$ cat config.mk
export PLATFORM = sky130hd
export DESIGN_NAME = lru_segment_buffer_tracker
export DESIGN_NICKNAME = d
export VERILOG_FILES = /design/src/rtl/lsbt_pkg.sv /design/src/rtl/lsbt_cell.sv /design/src/rtl/lru_segment_buffer_tracker.sv
export SDC_FILE = /design/constraint.sdc
export NUM_CORES = 1
export LEC_CHECK = 0
export BUFFER_PORTS_ARGS = -buffer_cell sky130_fd_sc_hd__buf_4
export CAP_MARGIN = 5
export CORE_ASPECT_RATIO = 1.2
export CORE_MARGIN = 2
export CORE_UTILIZATION = 51
export CTS_CLUSTER_SIZE = 8
export DETAILED_ROUTE_END_ITERATION = 16
export HOLD_SLACK_MARGIN = 0.06
export PLACE_DENSITY = 0.71
export SKIP_LAST_GASP = 1
export SLEW_MARGIN = 20
export SYNTH_ARGS = -nofsm -noshare
export SYNTH_HDL_FRONTEND = slang
export SYNTH_SLANG_ARGS = --single-unit
$ cat constraint.sdc
create_clock -name clk -period 6.75 [get_ports clk]
set_input_delay 1.35 -clock clk [delete_from_list [all_inputs] [get_ports clk]]
set_output_delay 1.35 -clock clk [all_outputs]
set_load 0.005 [all_outputs]
$ cat src/rtl/lsbt_pkg.sv
// shared types and constants for the lru segment buffer tracker
// no dependencies; imported by lsbt_cell and lru_segment_buffer_tracker
`timescale 1ns / 1ps
`default_nettype none
package lsbt_pkg;

  // default number of key cells in the chain
  localparam int ENTRIES_DEF = 16;

  // key field widths, fixed by the word fields
  localparam int FILE_ID_BITS = 16;
  localparam int SEG_ID_BITS  = 24;

  // configuration register map
  localparam int CFG_ADDR_BITS = 3;
  localparam int CFG_DATA_BITS = 32;
  localparam int CAP_BITS      = 5;
  localparam logic [CAP_BITS-1:0] CAP_RESET = 5'd16;
  localparam logic [CFG_ADDR_BITS-1:0] ADDR_CAPACITY = 3'd0;

  // command codes
  typedef enum logic [1:0] {
    CMD_WRITE = 2'd0,
    CMD_READ  = 2'd1,
    CMD_QUERY = 2'd2
  } cmd_t;

  // status codes
  typedef enum logic [1:0] {
    ST_OK   = 2'd0,
    ST_MISS = 2'd1,
    ST_DUP  = 2'd2
  } status_t;

  // one stored key
  typedef struct packed {
    logic [FILE_ID_BITS-1:0] file_id;
    logic [SEG_ID_BITS-1:0]  seg_id;
  } key_t;

  // input word
  typedef struct packed {
    logic [1:0]              cmd;
    logic [FILE_ID_BITS-1:0] file_id;
    logic [SEG_ID_BITS-1:0]  seg_id;
  } in_word_t;

  // result word
  typedef struct packed {
    logic [1:0]              status;
    logic                    present;
    logic                    evicted;
    logic [FILE_ID_BITS-1:0] evicted_file_id;
    logic [SEG_ID_BITS-1:0]  evicted_seg_id;
    logic                    added;
  } out_word_t;

  // per-cell update control
  typedef struct packed {
    logic shift;  // take the younger neighbor's key
    logic load;   // take the incoming key
  } cell_ctl_t;

endpackage
`default_nettype wire

$ cat src/rtl/lsbt_cell.sv
// one key cell of the recency chain: holds a key, compares it, shifts or loads
// depends on lsbt_pkg
`timescale 1ns / 1ps
`default_nettype none
module lsbt_cell
  import lsbt_pkg::*;
(
  input  wire logic      clk,
  input  wire key_t      nbr_key,   // key of the next younger cell
  input  wire key_t      in_key,    // key of the current word
  input  wire cell_ctl_t ctl,
  output key_t           key,
  output logic           hit
);

  key_t key_r;
  key_t key_nxt;

  // load beats shift; otherwise hold
  always_comb begin
    key_nxt = key_r;
    if (ctl.load) begin
      key_nxt = in_key;
    end else if (ctl.shift) begin
      key_nxt = nbr_key;
    end
  end

  // key storage, no reset
  always_ff @(posedge clk) begin
    key_r <= key_nxt;
  end

  assign key = key_r;
  assign hit = (key_r == in_key);

endmodule
`default_nettype wire

$ cat src/rtl/lru_segment_buffer_tracker.sv
// lru segment buffer tracker: chain of key cells, oldest at cell 0
// depends on lsbt_pkg and lsbt_cell
`timescale 1ns / 1ps
// result: out_valid strobes in the cycle after start is taken
// throughput: one word per cycle, busy stays low; all cells compare in parallel
//   and shift or load by one place in the same cycle
// reset: held count cleared, capacity set to 16, no result pending;
//   key cells are not reset and are read only below the held count
`default_nettype none
module lru_segment_buffer_tracker
  import lsbt_pkg::*;
#(
  parameter int ENTRIES = ENTRIES_DEF
) (
  input  wire logic                     clk,
  input  wire logic                     rst_n,
  // command channel
  input  wire logic                     start,
  output logic                          busy,
  input  wire in_word_t                 in_word,
  // result channel
  output logic                          out_valid,
  output out_word_t                     out_word,
  // configuration port
  input  wire logic                     cfg_psel,
  input  wire logic                     cfg_penable,
  input  wire logic                     cfg_pwrite,
  input  wire logic [CFG_ADDR_BITS-1:0] cfg_paddr,
  input  wire logic [CFG_DATA_BITS-1:0] cfg_pwdata,
  output logic [CFG_DATA_BITS-1:0]      cfg_prdata,
  output logic                          cfg_pready
);

  localparam int CW   = $clog2(ENTRIES + 1);
  localparam int IW   = $clog2(ENTRIES);
  localparam int CAPW = (CW > CAP_BITS) ? CW : CAP_BITS;

  logic [CAP_BITS-1:0] capacity_r;
  logic [CW-1:0]       held_r;
  logic [CW-1:0]       held_nxt;
  logic                out_valid_r;
  out_word_t           out_word_r;
  out_word_t           out_word_nxt;

  key_t                in_key;
  key_t                cell_key [ENTRIES];
  key_t                nbr_key  [ENTRIES];
  cell_ctl_t           cell_ctl [ENTRIES];
  logic [ENTRIES-1:0]  raw_hit;
  logic [ENTRIES-1:0]  match;
  logic [IW-1:0]       hit_pos;
  logic                any_hit;

  logic [CAPW-1:0]     eff_cap;
  logic                accept;
  logic                is_wr;
  logic                is_rd;
  logic                is_q;
  logic                evict;
  logic                dup;
  logic                remove;
  logic [IW-1:0]       rm_pos;
  logic                append;
  logic [CW-1:0]       new_cnt;

  assign busy       = 1'b0;
  assign accept     = start && !busy;
  assign cfg_pready = 1'b1;

  // configuration register
  always_ff @(posedge clk) begin
    if (!rst_n) begin
      capacity_r <= CAP_RESET;
    end else if (cfg_psel && cfg_penable && cfg_pwrite && cfg_pready &&
                 cfg_paddr == ADDR_CAPACITY) begin
      capacity_r <= cfg_pwdata[CAP_BITS-1:0];
    end
  end

  always_comb begin
    cfg_prdata = '0;
    if (cfg_paddr == ADDR_CAPACITY) begin
      cfg_prdata = CFG_DATA_BITS'(capacity_r);
    end
  end

  // effective capacity, clamped to 1..ENTRIES
  always_comb begin
    eff_cap = CAPW'(capacity_r);
    if (capacity_r == '0) begin
      eff_cap = CAPW'(1);
    end else if (CAPW'(capacity_r) > CAPW'(ENTRIES)) begin
      eff_cap = CAPW'(ENTRIES);
    end
  end

  assign in_key.file_id = in_word.file_id;
  assign in_key.seg_id  = in_word.seg_id;

  // the cell chain
  for (genvar i = 0; i < ENTRIES; i++) begin : g_cell
    if (i == ENTRIES - 1) begin : g_last
      assign nbr_key[i] = cell_key[i];
    end else begin : g_mid
      assign nbr_key[i] = cell_key[i+1];
    end

    lsbt_cell u_cell (
      .clk     (clk),
      .nbr_key (nbr_key[i]),
      .in_key  (in_key),
      .ctl     (cell_ctl[i]),
      .key     (cell_key[i]),
      .hit     (raw_hit[i])
    );

    assign match[i] = raw_hit[i] && (CW'(i) < held_r);

    // shift cells from the removed place up; load the new newest place
    assign cell_ctl[i].shift = remove && (IW'(i) >= rm_pos) && (CW'(i + 1) < held_r);
    assign cell_ctl[i].load  = append && (CW'(i) == new_cnt);
  end

  // keys are unique, so at most one cell matches
  always_comb begin
    hit_pos = '0;
    for (int i = 0; i < ENTRIES; i++) begin
      if (match[i]) begin
        hit_pos = hit_pos | IW'(i);
      end
    end
  end
  assign any_hit = |match;

  // command decode and list update plan
  always_comb begin
    is_wr   = accept && (in_word.cmd == CMD_WRITE);
    is_rd   = accept && (in_word.cmd == CMD_READ);
    is_q    = accept && (in_word.cmd == CMD_QUERY);
    evict   = is_wr && (CAPW'(held_r) >= eff_cap) && (held_r != '0);
    // the evicted oldest key no longer counts as present
    dup     = is_wr && |(match & ~ENTRIES'(evict));
    remove  = evict || (is_rd && any_hit);
    rm_pos  = evict ? '0 : hit_pos;
    append  = (is_wr && !dup) || (is_rd && any_hit);
    new_cnt = held_r - CW'(remove);
    held_nxt = new_cnt + CW'(append);
  end

  // result word
  always_comb begin
    out_word_nxt = '0;
    if (is_wr && dup) begin
      out_word_nxt.status = ST_DUP;
    end else if (is_rd && !any_hit) begin
      out_word_nxt.status = ST_MISS;
    end
    out_word_nxt.present = is_q && any_hit;
    out_word_nxt.evicted = evict;
    if (evict) begin
      out_word_nxt.evicted_file_id = cell_key[0].file_id;
      out_word_nxt.evicted_seg_id  = cell_key[0].seg_id;
    end
    out_word_nxt.added = is_wr && !dup;
  end

  // control state
  always_ff @(posedge clk) begin
    if (!rst_n) begin
      held_r      <= '0;
      out_valid_r <= 1'b0;
    end else begin
      out_valid_r <= accept;
      if (accept) begin
        held_r <= held_nxt;
      end
    end
  end

  // result register
  always_ff @(posedge clk) begin
    if (accept) begin
      out_word_r <= out_word_nxt;
    end
  end

  assign out_valid = out_valid_r;
  assign out_word  = out_word_r;

endmodule
`default_nettype wire

==> run_results.csv <==
group,metric,value,unit
power_and_ir_drop,vdd_drop_max,0.206,mV
setup_path,critPathMaxFanout,41,
setup_path,worst_path_largest_cell_delay,0.70,ns
synth,synthTopCellsByArea,"edfxtp_1, mux2_2, xor2_1",
synth,synth_area_leader_cell,"edfxtp_1",
setup_path,start_kind,"input pin",
finish,fin_nets,2903,
sta,relSlewSlack,42.7,%
synth,synth_ff_type,"edfxtp_1",
status,status,"finished, final reports clean",
route,wl_per_cell,27.6,um
finish,multiInputGateArea,16000,um2
route,avgViaCountPerCell,5.88,
setup_path,cpMostUsedCell,"buf_4",
synth,postSynth.asyncResetShare,0,%
placement,place_inst,3719,
finish,area_growth,12.3,%
clocking,clk_latency,0.67,ns
setup_path,crit_buf_inv,5,
route,detail-route-antenna-nets,0,
finish,design_area,42900,um2
synth,syn_area_per_cell,14.0,um2
placement,gp_congestion,0.965,
global_route,track_usage,27.6,%
sta,hold_viol,0,
die,fp.dieW,254,um
finish,diodes,0,
sta,fmax,0.166,GHz
clocking,cts_buffer_depth,3,
global_route,grt_pass1_wl,156,mm
finish,drive_gt1_share,31.1,%
route,drt_iter0_drc,1827,
route,vias,22600,
clocking,cts-root-buf,"clkbuf_16",
setup_path,timing_worst_setup_path_type,"in2reg",
min_path,hold_class,"reg2reg",
placement,dp_hpwl,77.3,mm
synth,synth_cells,2733,
synth,synth_edf_count,685,
die,core_area,74600,um2
power_and_ir_drop,power-per-cell-area,226,nW/um2
sta,drv_slew,0,
die,die_y,304,um
clocking,ctsHoldBuffers,0,
sta,rsz0062_at_grt,"no",
setup_path,worstPathArrival,6.36,ns
placement,place_area,40300,um2
die,start_util,51.3,%
sta,worst_pin_slew,0.852,ns
synth,ys_ff_latch,696,
global_route,antenna_found_initial,2,
die,dieArea,77200,um2
die,io_pins,163,
route,drc,0,
placement,portBuffers,106,
die,num_rows,110,
power_and_ir_drop,p_leak,0.0147,uW
finish,n_fill_cell,5862,
synth,ys_seq_area_share,54.4,%
finish,stdcell_count,3847,
synth,synth_cell_type_count,62,
sta,final.setup_skew,0.0330,ns
synth,yosysWarningCount,0,
setup_path,crit_family,"simple AND/OR/NAND/NOR gates",
setup_path,slowest_stage,"or4b_2",
setup_path,crit_chain,"buf_4 > xnor2_1 > nand4_1 > or4_1 > nor4_1 > buf_4 > or4b_4 > nor4_2 > o21ai_0 > buf_4 > ha_1 > ha_1 > nand2b_1 > nor2_1 > xnor2_1 > nand2_1 > nor2_1 > nand2_1 > or4b_2 > buf_12 > o31ai_4 > buf_12",
global_route,grt_max_degree,53,
job,maxCapViolCount,0,
sta,fin_crit,6.03,ns
finish,finalCoreUtilization,57.6,%
setup_path,crit_path_end_kind,"flop",
clocking,path_clk_slew,0.05,ns
global_route,grt_overflow,0,
power_and_ir_drop,total_power,9710,uW
synth,synth_area,38200,um2
clocking,cts_sinks,696,
route,drt_pass1_iterations,7,
clocking,cts_buffers,97,
sta,totalNegativeSetupSlack,0,ns
clocking,cts-resized-gates,0,
setup_path,crit_required,7.08,ns
synth,synth_top_area_share,53.8,%
route,totalWireLength,106,mm
sta,setup_viol,0,
sta,fin_crit_sh,89.3,%
clocking,cts-htree-levels,3,
clocking,cts_setup_buffers,0,
finish,regArea,20800,um2
global_route,grt_pass1_vias,23600,
clocking,cts_tree,"built",
## synth_stat cells (6+ instances only)
cell,instances
buf_2,108
or3_1,9
edfxtp_1,685
and4_1,10
inv_1,10
buf_4,51
and3_1,45
mux2i_1,6
nand3_1,17
mux2_4,39
a21oi_1,8
nand4_1,97
nor4_1,102
nor2b_1,10
nand2b_1,8
mux2_1,81
nor2_1,26
or4_1,12
and2_1,10
o21ai_0,17
buf_6,43
xnor2_1,294
mux2_2,480
xor2_1,352
nor3_1,32
nand2_1,36
dfxtp_1,11
ha_1,9
clkbuf_1,69
## routing by layer
layer,track usage (%),up-vias,wire length (um)
met5,0,-,0
met1,32.5,11400,40000
met4,16.0,0,6670
li1,-,10100,-
met3,3.22,278,5120
met2,48.5,847,54400
## report_power, final
part           internal (uW)  leakage (uW)  switching, uW
Combinational            192       0.00710            363
Sequential              4710       0.00631           10.7
Clock                   2610       0.00129           1830
## sequential cells by signal, indices dropped and copies added, names as in the netlist
name / count
out_valid: 1
out_word: 45
capacity_r: 5
held_r: 5
g_cell.u_cell.key: 640
## worst min-delay path, delay by kind of cell (launching register included)
kind          cells  cell delay, ns
flops             1            0.33
simple gates      1            0.06
mux               1            0.15
## cell usage in the layout (no fill, tap or decap), types with 8 or more instances in the layout
master / netlist / final
edfxtp_1: 685 / 685
mux2_2: 480 / 480
xor2_1: 352 / 352
xnor2_1: 294 / 294
buf_4: 51 / 190
nor4_1: 102 / 102
clkbuf_16: 0 / 98
nand4_1: 97 / 97
mux2_1: 81 / 81
and3_1: 45 / 45
mux2_4: 39 / 39
buf_12: 0 / 37
nand2_1: 36 / 36
nor3_1: 32 / 32
conb_1: 2 / 29
nor2_1: 26 / 25
clkbuf_1: 69 / 22
nand3_1: 17 / 17
or4_1: 12 / 12
dfxtp_1: 11 / 11
inv_1: 10 / 10
nor2b_1: 10 / 10
o21ai_0: 17 / 10
and2_1: 10 / 10
or3_1: 9 / 9
ha_1: 9 / 9
nand2b_1: 8 / 8
a21oi_1: 8 / 8
## final timing paths
| kind | from | to | slack (ns) | cells past startpoint |
|---|---|---|---|---|
| worst max-delay path | in_word[39] | g_cell[9].u_cell.key[23]$_DFFE_PP_ | 0.72 | 22 |
| worst min-delay path | capacity_r[0]$_SDFFE_PN0P_ | capacity_r[0]$_SDFFE_PN0P_ | 0.58 | 2 |
| worst max register to register | held_r[3]$_SDFFE_PN0P_ | g_cell[9].u_cell.key[23]$_DFFE_PP_ | 1.11 | 20 |
| worst min register to register | capacity_r[0]$_SDFFE_PN0P_ | capacity_r[0]$_SDFFE_PN0P_ | 0.58 | 2 |
## cell type report
type	instances	area share, %
sequential	696	48.4
multi-input combinational	1779	37.3
clock buffer	120	5.90
timing repair buffer	227	5.05
tap	1008	2.94
clock inverter	7	0.306
inverter	10	0.0874
## through the flow
stage / setup WS, ns / hold slack (ns)
final: 0.724 / 0.579
after detailed placement: 0.148 / 0.562
after global routing: 0.516 / 0.594
after floorplan: -0.296 / 0.498
after global placement: 0.229 / 0.540
after CTS: 0.802 / 0.577
## cell families after synthesis
group,count (synthesis),synth area share [%]
flops,696,54.4
fa+ha+maj,9,0.295
xor+xnor,646,14.8
mux,606,18.2
other cells,2,0.0196
compound gates,55,0.985
buf+inv,285,4.50
simple gates,434,6.82
(Power assumes the default switching activity.)
